File: config.mk
export PLATFORM = sky130hd
export DESIGN_NAME = level_history_color_ramp
export DESIGN_NICKNAME = d
export VERILOG_FILES = /design/src/lhcr_pkg.sv /design/src/level_history_color_ramp.sv
export SDC_FILE = /design/constraint.sdc
export NUM_CORES = 1
export LEC_CHECK = 0
export ABC_CLOCK_PERIOD_IN_PS = 22400
export BUFFER_PORTS_ARGS = -buffer_cell sky130_fd_sc_hd__buf_2
export CORE_MARGIN = 10
export CORE_UTILIZATION = 65
export CTS_CLUSTER_DIAMETER = 60
export CTS_CLUSTER_SIZE = 28
export DETAILED_ROUTE_END_ITERATION = 16
export GPL_TIMING_DRIVEN = 0
export HOLD_SLACK_MARGIN = 0.05
export PLACE_DENSITY = 0.83
export SLEW_MARGIN = 0
export SYNTH_ARGS = -nofsm -noshare
export SYNTH_HDL_FRONTEND = slang
export SYNTH_SLANG_ARGS = --single-unit
File: constraint.sdc
create_clock -name clk -period 22.4 [get_ports clk]
set_clock_uncertainty 0.05 [all_clocks]
set_input_delay 3.36 -clock clk [delete_from_list [all_inputs] [get_ports clk]]
set_output_delay 3.36 -clock clk [all_outputs]
set_load 0.01 [all_outputs]
File: src/lhcr_pkg.sv
// Package for the level history color ramp block.
// Holds field widths, register reset values and register index codes.
// No dependencies.
package lhcr_pkg;

  localparam int LEVEL_W = 16;
  localparam int COLOR_W = 8;
  localparam int IDX_W   = 3;
  localparam int OUT_W   = 32;
  localparam int ADDR_W  = 4;
  localparam int DATA_W  = 32;

  // numerator 510*x for a 16-bit x, and the quotient bit count
  localparam int NUM_W   = LEVEL_W + 9;
  localparam int QBITS   = 8;

  localparam logic [LEVEL_W-1:0] MIN_LEVEL_RST = 16'd1280;
  localparam logic [LEVEL_W-1:0] MAX_LEVEL_RST = 16'd6400;
  localparam logic [IDX_W-1:0]   LED_COUNT_RST = 3'd7;

  localparam logic [COLOR_W-1:0] COLOR_FULL = 8'd255;

  typedef logic [LEVEL_W-1:0] level_t;
  typedef logic [COLOR_W-1:0] color_t;
  typedef logic [IDX_W-1:0]   led_idx_t;
  typedef logic [OUT_W-1:0]   out_data_t;
  typedef logic [ADDR_W-1:0]  cfg_addr_t;
  typedef logic [DATA_W-1:0]  cfg_data_t;

  // register index, taken from paddr[3:2]
  typedef enum logic [1:0] {
    REG_MIN_LEVEL = 2'd0,
    REG_MAX_LEVEL = 2'd1,
    REG_LED_COUNT = 2'd2
  } reg_idx_t;

endpackage

File: src/level_history_color_ramp.sv
// Level history color ramp: top level with history memory, sequencer and divider.
// Depends on lhcr_pkg.
//
// Usage:
//   Input stream (in_*): one level per item, unsigned Q10.6 in in_tdata.
//   The level goes into a ring history, then the block emits one color per LED
//   on the output stream (out_*): LED 0 from the new level, LED k+1 from
//   history slot k, up to min(led_count, 1+HISTORY_DEPTH) items; tlast marks
//   the final color of an input item. led_count of zero gives no output.
//   APB port sets min_level (0x0), max_level (0x4) and led_count (0x8).
// Sequence:
//   Each color passes through a registered memory read (LEDs past 0), a setup
//   state and the quotient loop, which yields one quotient bit per cycle, and
//   then goes into the output register. One item is processed at a time;
//   in_tready returns as soon as the last color is in the output register,
//   even if that color is still waiting.
// Reset: history reads as zero, write slot zero, registers at their defaults.
// Stall: a held output register stops the sequencer in ST_PUT, with its next result computed.
module level_history_color_ramp #(
  parameter int HISTORY_DEPTH = 6
) (
  input  logic                  clk,
  input  logic                  rst_n,
  // input stream
  input  logic                  in_tvalid,
  output logic                  in_tready,
  input  lhcr_pkg::level_t      in_tdata,    // [15:0] level_value
  // output stream
  output logic                  out_tvalid,
  input  logic                  out_tready,
  output lhcr_pkg::out_data_t   out_tdata,   // [2:0] led_index, [10:3] red,
                                             // [18:11] green, [26:19] blue, rest 0
  output logic                  out_tlast,   // last_led
  // configuration
  input  logic                  psel,
  input  logic                  penable,
  input  logic                  pwrite,
  input  lhcr_pkg::cfg_addr_t   paddr,
  input  lhcr_pkg::cfg_data_t   pwdata,
  output lhcr_pkg::cfg_data_t   prdata,
  output logic                  pready
);
  import lhcr_pkg::*;

  localparam int AW = (HISTORY_DEPTH > 1) ? $clog2(HISTORY_DEPTH) : 1;

  typedef enum logic [2:0] {
    ST_IDLE,
    ST_RD,
    ST_PREP,
    ST_DIV,
    ST_PUT
  } state_t;

  // configuration registers
  level_t   min_level_r;
  level_t   max_level_r;
  led_idx_t led_count_r;

  // sequencer
  state_t   state_r;
  led_idx_t k_r;
  led_idx_t total_r;
  level_t   cur_level_r;
  logic [AW-1:0] wr_slot_r;
  logic     valid_r [HISTORY_DEPTH];
  logic     rd_valid_r;
  level_t   rd_data_r;

  // divider
  logic [NUM_W-1:0] rem_r;
  logic [NUM_W-1:0] den_r;
  color_t   q_r;
  logic [2:0] step_r;
  logic     green_side_r;

  // output register
  logic     out_valid_r;
  led_idx_t out_idx_r;
  color_t   out_red_r;
  color_t   out_green_r;
  logic     out_last_r;

  // history memory
  level_t   hist_mem [HISTORY_DEPTH];

  logic     in_acc;
  logic     cfg_wr;
  logic [AW-1:0] rd_addr;
  led_idx_t total_nxt;

  // no item is taken while reset is held
  assign in_tready = rst_n && (state_r == ST_IDLE);
  assign in_acc    = in_tvalid && in_tready;
  assign cfg_wr    = psel && penable && pwrite && pready;
  assign pready    = 1'b1;
  assign rd_addr   = AW'(k_r - 3'd1);

  // color count, limited by the number of history slots
  always_comb begin
    if (int'(led_count_r) > HISTORY_DEPTH + 1) begin
      total_nxt = IDX_W'(HISTORY_DEPTH + 1);
    end else begin
      total_nxt = led_count_r;
    end
  end

  // setup: clamp, span, and the numerator 510*x = 512x - 2x
  level_t lvl, clamped, span, n_val, diff;
  logic   span_ok, red_half;
  logic [NUM_W-1:0] num_init, den_init;

  always_comb begin
    lvl      = (k_r == '0) ? cur_level_r : (rd_valid_r ? rd_data_r : '0);
    span_ok  = max_level_r > min_level_r;
    if (lvl < min_level_r) begin
      clamped = min_level_r;
    end else if (lvl > max_level_r) begin
      clamped = max_level_r;
    end else begin
      clamped = lvl;
    end
    span     = max_level_r - min_level_r;
    n_val    = clamped - min_level_r;
    red_half = {n_val, 1'b0} < {1'b0, span};
    diff     = red_half ? n_val : (span - n_val);
    num_init = {diff, 9'b0} - {8'b0, diff, 1'b0};
    den_init = {2'b0, span, 7'b0};
    // empty or inverted span: quotient zero on the red side
    if (!span_ok) begin
      num_init = '0;
      den_init = {2'b0, 16'd1, 7'b0};
    end
  end

  // one restoring quotient bit per cycle
  logic             q_bit;
  logic [NUM_W-1:0] rem_nxt;
  assign q_bit   = rem_r >= den_r;
  assign rem_nxt = q_bit ? (rem_r - den_r) : rem_r;

  logic load_out;
  assign load_out = (state_r == ST_PUT) && (!out_valid_r || out_tready);

  // history memory: write on accept, registered read
  always_ff @(posedge clk) begin
    if (in_acc) begin
      hist_mem[wr_slot_r] <= in_tdata;
    end
    if (state_r == ST_RD) begin
      rd_data_r <= hist_mem[rd_addr];
    end
  end

  // sequencer, divider and output register
  always_ff @(posedge clk) begin
    if (!rst_n) begin
      state_r     <= ST_IDLE;
      k_r         <= '0;
      total_r     <= '0;
      wr_slot_r   <= '0;
      rd_valid_r  <= 1'b0;
      out_valid_r <= 1'b0;
      step_r      <= '0;
      for (int i = 0; i < HISTORY_DEPTH; i++) begin
        valid_r[i] <= 1'b0;
      end
    end else begin
      if (out_valid_r && out_tready && !load_out) begin
        out_valid_r <= 1'b0;
      end
      unique case (state_r)
        ST_IDLE: begin
          if (in_acc) begin
            cur_level_r        <= in_tdata;
            valid_r[wr_slot_r] <= 1'b1;
            wr_slot_r <= (wr_slot_r == AW'(HISTORY_DEPTH - 1)) ? '0 : wr_slot_r + 1'b1;
            k_r       <= '0;
            total_r   <= total_nxt;
            state_r   <= (total_nxt == '0) ? ST_IDLE : ST_PREP;
          end
        end
        ST_RD: begin
          rd_valid_r <= valid_r[rd_addr];
          state_r    <= ST_PREP;
        end
        ST_PREP: begin
          rem_r        <= num_init;
          den_r        <= den_init;
          green_side_r <= span_ok && !red_half;
          step_r       <= '0;
          state_r      <= ST_DIV;
        end
        ST_DIV: begin
          rem_r  <= rem_nxt;
          den_r  <= den_r >> 1;
          q_r    <= {q_r[QBITS-2:0], q_bit};
          step_r <= step_r + 3'd1;
          if (step_r == 3'(QBITS - 1)) begin
            state_r <= ST_PUT;
          end
        end
        ST_PUT: begin
          if (load_out) begin
            out_valid_r <= 1'b1;
            out_idx_r   <= k_r;
            out_red_r   <= green_side_r ? q_r : COLOR_FULL;
            out_green_r <= green_side_r ? COLOR_FULL : q_r;
            out_last_r  <= (3'(k_r + 3'd1) == total_r);
            if (3'(k_r + 3'd1) == total_r) begin
              state_r <= ST_IDLE;
            end else begin
              k_r     <= k_r + 3'd1;
              state_r <= ST_RD;
            end
          end
        end
        default: state_r <= ST_IDLE;
      endcase
    end
  end

  // configuration registers
  always_ff @(posedge clk) begin
    if (!rst_n) begin
      min_level_r <= MIN_LEVEL_RST;
      max_level_r <= MAX_LEVEL_RST;
      led_count_r <= LED_COUNT_RST;
    end else if (cfg_wr) begin
      unique case (reg_idx_t'(paddr[3:2]))
        REG_MIN_LEVEL: min_level_r <= pwdata[LEVEL_W-1:0];
        REG_MAX_LEVEL: max_level_r <= pwdata[LEVEL_W-1:0];
        REG_LED_COUNT: led_count_r <= pwdata[IDX_W-1:0];
        default: ;
      endcase
    end
  end

  // register read back
  always_comb begin
    unique case (reg_idx_t'(paddr[3:2]))
      REG_MIN_LEVEL: prdata = {{(DATA_W-LEVEL_W){1'b0}}, min_level_r};
      REG_MAX_LEVEL: prdata = {{(DATA_W-LEVEL_W){1'b0}}, max_level_r};
      REG_LED_COUNT: prdata = {{(DATA_W-IDX_W){1'b0}}, led_count_r};
      default:       prdata = '0;
    endcase
  end

  assign out_tvalid = out_valid_r;
  assign out_tlast  = out_last_r;
  assign out_tdata  = {{(OUT_W-IDX_W-3*COLOR_W){1'b0}}, {COLOR_W{1'b0}},
                       out_green_r, out_red_r, out_idx_r};

`ifndef SYNTHESIS
  // LED 0 never goes through a memory read
  a_rd_not_led0: assert property (@(posedge clk) disable iff (!rst_n)
    (state_r == ST_RD) |-> (k_r != '0))
    else $error("memory read issued for LED 0");

  // final remainder stays below the span
  a_rem_below_span: assert property (@(posedge clk) disable iff (!rst_n)
    (state_r == ST_DIV && step_r == 3'(QBITS - 1)) |-> (rem_nxt < den_r))
    else $error("quotient overflow in color divider");

  // every emitted color lies inside the LED count of this item
  a_idx_in_count: assert property (@(posedge clk) disable iff (!rst_n)
    load_out |-> (k_r < total_r))
    else $error("LED index at or above color count");

  // an accepted level marks its history slot as written
  a_slot_valid: assert property (@(posedge clk) disable iff (!rst_n)
    in_acc |=> valid_r[$past(wr_slot_r)])
    else $error("history slot not marked after write");
`endif

endmodule

==> impl_metrics.yaml, run 1 <==
run_status:
  status: "finished clean"
drt:
  wl_um: 44680
  drt_iter0_markers: 1516
  drt_first_pass_iters: 5
  avgViaCountPerCell: 6.261
  drc_errors: 0
  vias: 13731
  wl_per_cell_um: 20.37
  drtAntennaViolNets: 0
yosys:
  synthTopCellsByArea: "edfxtp_1 (37%), ha_1 (9.3%), dfxtp_1 (6.7%)"
  synth.avg_cell_area_um2: 9.995
  ys_seq_elements: 265
  synth_cells: 1704
  synth_edf_count: 208
  synth_flop_cell: "edfxtp_1"
  netlist_area_um2: 17030
  yosys_warnings: 0
  ys_seq_area_share_pct: 43.37
  ys_async_sr_fraction_pct: 0
  synth_top_cells_by_count: "nand2_1 (218), edfxtp_1 (208), ha_1 (126), inv_1 (118), o21ai_0 (106)"
  synth.distinct_cells: 87
  synth_top_area_share_pct: 36.67
  synth.most_common_cell: "nand2_1"
  synth_top_cell_by_area: "edfxtp_1"
min_path:
  hold_path_depth: 0
  hp-start: "q_r[0]$_DFFE_PP_"
  whs_endpoint: "q_r[1]$_DFFE_PP_"
  hp-class: "reg2reg"
critical_path:
  critPathSlowestCell: "o21ai_0"
  worst_setup_path_start_kind: "flop"
  rr_startpoint: "k_r[0]$_SDFFE_PN0P_"
  path_max_fanout: 10
  reg2reg_slack_ns: 9.40
  required_ns: 22.59
  criticalPathCategory: "reg2reg"
  reg2reg_depth: 44
  max_stage_delay_ns: 0.91
  r2r-end: "rem_r[18]$_DFFE_PP_"
  worstPathArrival_ns: 13.19
  endpoint_kind: "flop"
timing:
  slew_violations: 0
  finalSetupViolCount: 0
  max_slew_margin_pct: 3.674
  worst_pin_slew_ns: 1.442
  fin_crit_sh_pct: 58.04
  period_minus_slack_ns: 13.00
  max_freq_mhz: 76.92
  rsz0062_at_grt: "no"
  finalHoldViolations: 0
  tns_ns: 0
placement:
  io_buffers: 76
  hpwl_um: 33430
  finalWeightedCongestion: 0.9674
pwr:
  netSwitchingFraction_pct: 38.75
  clockPowerShare_pct: 22.2
  p_int_mw: 1.090
  p_comb_share_pct: 45.1
  seqPwrFrac_pct: 32.7
  leakage_nw: 7.530
  switchingPower_mw: 0.6898
  vdd_drop_max_mv: 0.09723
  p_per_area_nw_per_um2: 94.47
global_route:
  grt_pass1_wl_um: 69410
  grt_pass1_vias: 13274
  grt_max_degree: 29
  grt-ovfl-total: 0
  antenna_found_initial: 4
  grt_use_total_pct: 25.53
floorplanning:
  ios: 127
  rows: 59
  die_height_um: 181.9
  die_x_um: 181.9
  dieArea_um2: 33080
  start_util_pct: 65.73
  core_area_um2: 25910
job:
  drv_cap: 0
cts:
  ctsHoldBuffers: 0
  cts-buffers-inserted: 21
  post-cts-setup-buffers: 0
  cts.clk_slew.worst_paths_ns: 0.10
  cts_buffer_depth: 3
  clock-sinks: 265
  insertion_delay_ns: 0.54
  root_buffer: "clkbuf_16"
  htreeDepth: 1
  cts_tree: "built"
  post_cts_resized: 0
final_layout:
  fin_nets: 2030
  utilization_pct: 72.72
  drive_above_1_share_pct: 12.28
  syn2layout_area_growth_pct: 10.63
[metal layers]
metal	vias up	routed length (um)	track usage, %	part of all wire, %
met1	6511	18220	32.35	41
met5	-	12	0	0.027
li1	6403	-	-	-
met4	2	1751	10.67	3.9
met3	126	3765	4.652	8.4
met2	689	20930	42.16	47
[critical path: cells and delay by family, from the launching register on]
family | cells | cell delay [ns]
multiplexers | 2 | 0.36
buffers and inverters | 9 | 3.29
XOR/XNOR | 2 | 0.61
AO/OA/AOI/OAI | 15 | 3.76
adder cells (fa/ha/maj) | 6 | 1.83
flip-flops | 1 | 0.37
AND/OR/NAND/NOR | 10 | 2.40
[power by group through the flow]
stage | combinational, mW | sequential [mW] | clock (mW)
finish | 0.803 | 0.583 | 0.395
global route | 0.872 | 0.584 | 0.412
CTS | 0.779 | 0.582 | 0.397
detailed placement | 0.772 | 0.593 | 0
global placement | 0.756 | 0.593 | 0
floorplan | 0.600 | 0.590 | 0
[worst max path at each step]
| stage | slack [ns] | to | cells past startpoint | startpoint |
|---|---|---|---|---|
| after floorplan | 12.45 | rem_r[18]$_DFFE_PP_ | 46 | k_r[0]$_SDFFE_PN0P_ |
| after global placement | 10.00 | rem_r[18]$_DFFE_PP_ | 44 | k_r[0]$_SDFFE_PN0P_ |
| after detailed placement | 9.80 | rem_r[18]$_DFFE_PP_ | 44 | k_r[0]$_SDFFE_PN0P_ |
| after CTS | 9.68 | rem_r[18]$_DFFE_PP_ | 44 | k_r[0]$_SDFFE_PN0P_ |
| after global routing | 8.81 | rem_r[23]$_DFFE_PP_ | 48 | k_r[0]$_SDFFE_PN0P_ |
| final | 9.40 | rem_r[18]$_DFFE_PP_ | 44 | k_r[0]$_SDFFE_PN0P_ |
[cell usage in the layout, fill, tap and decap left out, drive strengths merged, types with 14 or more instances in the layout]
master	Yosys	final
nor3	32	32
o22ai	18	18
and3	18	18
mux4	18	18
conb	2	30
a21oi	87	87
xnor2	59	59
o31ai	22	22
clkbuf	50	72
nand2	218	218
nor2b	24	24
dfxtp	57	57
mux2i	64	64
xor2	28	28
or2	18	18
edfxtp	208	208
nand3	37	37
nand2b	32	32
inv	119	129
o211ai	14	14
nor2	85	85
a21o	30	30
buf	40	125
o21ai	107	107
a21boi	35	35
ha	126	126
[flip-flops by register name (all words and copies together), names as in the netlist, 3 cells and up]
name and flops:
out_idx_r 3, step_r 3, out_red_r 8, den_r 23, rem_r 25, rd_data_r 16, max_level_r 16, cur_level_r 16
wr_slot_r 3, valid_r 8, total_r 3, k_r 3, state_r 3, led_count_r 3, q_r 8, out_green_r 8
min_level_r 16, hist_mem 96
[area by class of cell]
type,count,area [um2]
antenna,2,5.005
tap,335,419.2
sequential,265,7387
inverter,119,446.7
clock buffer,21,525.5
clock inverter,17,207.7
timing repair buffer,86,509.2
buffer,90,476.7
fill,1829,7069
multi-input combinational,1258,8865
[metrics by stage]
stage                     std cells  area, um2  total power [mW]  worst slack [ns]  hold slack, ns
after floorplan                1732      17140             1.190             12.45          0.3752
after detailed placement       2152      18090             1.366             9.804          0.3924
after global placement         2143      17940             1.349             10.00          0.3808
final                          2193      18840             1.780             9.400          0.4179
after CTS                      2190      18830             1.759             9.675          0.4219
after global routing           2193      18840             1.868             8.811          0.4194
[kinds of logic (layout without fill, tap and decap cells)]
group           Yosys count  count (layout)  share of synthesized area [%]
xor+xnor                 90              90                          5.003
simple gates            527             527                          14.92
other cells               2              32                        0.04410
compound gates          390             390                          14.74
buf+inv                 209             333                          5.422
flops                   265             265                          43.37
mux                      88              88                          6.582
fa+ha+maj               133             133                          9.910
Power figures use the tool's default switching activity.
==> run 2, diff against run 1 <==
- ABC_CLOCK_PERIOD_IN_PS: 22400 -> 11200
- CORE_UTILIZATION: 65 -> 56
- PLACE_DENSITY: 0.83 -> 0.76
- clock period: 22.4 -> 11.2 ns (I/O delays scaled with it)
==> impl_metrics.yaml, run 2 (same netlist as run 1, synthesis figures left out) <==
final_layout:
  nFillCells: 2393
  stdcell_count: 2247
  fin_nets: 2031
  top_register: "hist_mem"
  largest_reg_flops: 96
  drive_above_1_share_pct: 13.36
  top_regs: "hist_mem (96), rem_r (25), den_r (23)"
  final_cell_mix: "nand2_1 (218), edfxtp_1 (208), ha_1 (125)"
  layout_commonest_cell: "nand2_1"
  syn2layout_area_growth_pct: 11.86
cts:
  root_buffer: "clkbuf_16"
  clock-sinks: 265
  cts_buffer_depth: 3
  cts-buffers-inserted: 20
  cts.clk_slew.worst_paths_ns: 0.09
  htreeDepth: 1
  cts_tree: "built"
  insertion_delay_ns: 0.53
  ctsHoldBuffers: 0
pwr:
  leakage_nw: 7.601
  vdd_drop_max_mv: 0.1277
  design_power_total_mw: 3.599
  p_per_area_nw_per_um2: 188.9
global_route:
  grt_use_total_pct: 22.68
  antenna_found_initial: 1
  grt-ovfl-total: 0
  grt_pass1_wl_um: 70660
  grt_max_degree: 29
  grt_pass1_vias: 13172
timing:
  holdWs_ns: 0.4083
  max_freq_mhz: 93.92
  finalSetupViolCount: 0
  postLayoutSetupSlackWorst_ns: 0.5528
  fin_crit_sh_pct: 95.06
  max_slew_margin_pct: 7.905
  finalHoldViolations: 0
  slew_violations: 0
  tns_ns: 0
  period_minus_slack_ns: 10.65
  worst_pin_slew_ns: 1.371
floorplanning:
  die_height_um: 194.4
  dieArea_um2: 37790
  rows: 63
  core_area_um2: 29800
  start_util_pct: 57.16
  die_x_um: 194.4
  ios: 127
critical_path:
  required_ns: 11.40
  critical_path_buf_inv_count: 10
  cpLargestDelayFamily: "compound AO/OA/AOI/OAI gates"
  path_depth: 44
  cp_common_cell: "ha_1"
  max_stage_delay_ns: 0.45
  criticalPathCategory: "reg2reg"
  worstPathArrival_ns: 10.85
  worst_setup_path_start_kind: "flop"
  endpoint_kind: "flop"
  path_max_fanout: 10
  critPathSlowestCell: "ha_1"
  reg2reg_depth: 44
placement:
  hpwl_um: 34720
  dp_cells: 2206
  dp_slack_ns: -1.718
  finalWeightedCongestion: 0.9745
  io_buffers: 76
drt:
  drc_errors: 0
  wl_per_cell_um: 20.06
  drtAntennaViolNets: 0
  drt_first_pass_iters: 5
  wl_um: 45070
  drt_iter0_markers: 1298
  avgViaCountPerCell: 6.013
  vias: 13511
job:
  drv_cap: 0
min_path:
  hold_path_depth: 1
  hp-class: "reg2reg"
run_status:
  status: "finished clean"
[run 2: cell count changes in the layout (fill, tap and decap cells not counted), sizes merged]
cell,change
buf,+3
clkbuf,-1
clkinv,+3
clkinvlp,-2
diode,-1
inv,-3
[run 2: layout make-up]
| cell class | instances | area [um2] | share of cell area, % |
|---|---|---|---|
| Multi-Input combinational cell | 1258 | 8932 | 46.88 |
| Sequential cell | 265 | 7387 | 38.77 |
| Clock buffer | 21 | 525.5 | 2.758 |
| Buffer | 90 | 510.5 | 2.679 |
| Timing Repair Buffer | 88 | 500.5 | 2.627 |
| Tap cell | 390 | 488.0 | 2.561 |
| Inverter | 119 | 446.7 | 2.345 |
| Clock inverter | 15 | 259.0 | 1.359 |
| Antenna cell | 1 | 2.502 | 0.01313 |
[run 2: per-layer routing]
layer / vias to the layer above / share of wire, % / global-route usage (%)
li1: 6400 / - / -
met1: 6445 / 43 / 30.50
met2: 578 / 47 / 37.29
met3: 88 / 7.2 / 2.925
met4: 0 / 2.9 / 7.013
met5: - / 0 / 0
[run 2: stage by stage]
step | util [%] | instance area [um2]
2_1_floorplan | - | 17140
3_3_place_gp | 60.43 | 18000
3_5_place_dp | 60.86 | 18130
4_1_cts | 63.65 | 18960
5_1_grt | 63.94 | 19050
6_report | 63.94 | 19050
[run 2: final timing paths]
path / end / start / slack, ns
worst max register to register: rem_r[18]$_DFFE_PP_ / k_r[0]$_SDFFE_PN0P_ / 0.55
worst min-delay path: valid_r[3]$_DFF_P_ / valid_r[3]$_DFF_P_ / 0.41
worst max-delay path: rem_r[18]$_DFFE_PP_ / k_r[0]$_SDFFE_PN0P_ / 0.55
worst min register to register: valid_r[3]$_DFF_P_ / valid_r[3]$_DFF_P_ / 0.41
[run 2: report_power, final]
| group | total [mW] | leakage, nW | internal (mW) | switching [mW] |
|---|---|---|---|---|
| sequential | 1.17 | 2.36 | 1.15 | 0.0178 |
| clock | 0.802 | 0.372 | 0.387 | 0.415 |
| combinational | 1.63 | 4.87 | 0.663 | 0.968 |
[run 2: what timing repair did]
item | CTS | global route
setup buffers | 0 | 4
pin swaps | 0 | 2
setup endpoints to repair | 21 | 14
gates resized for setup | 21 | 25
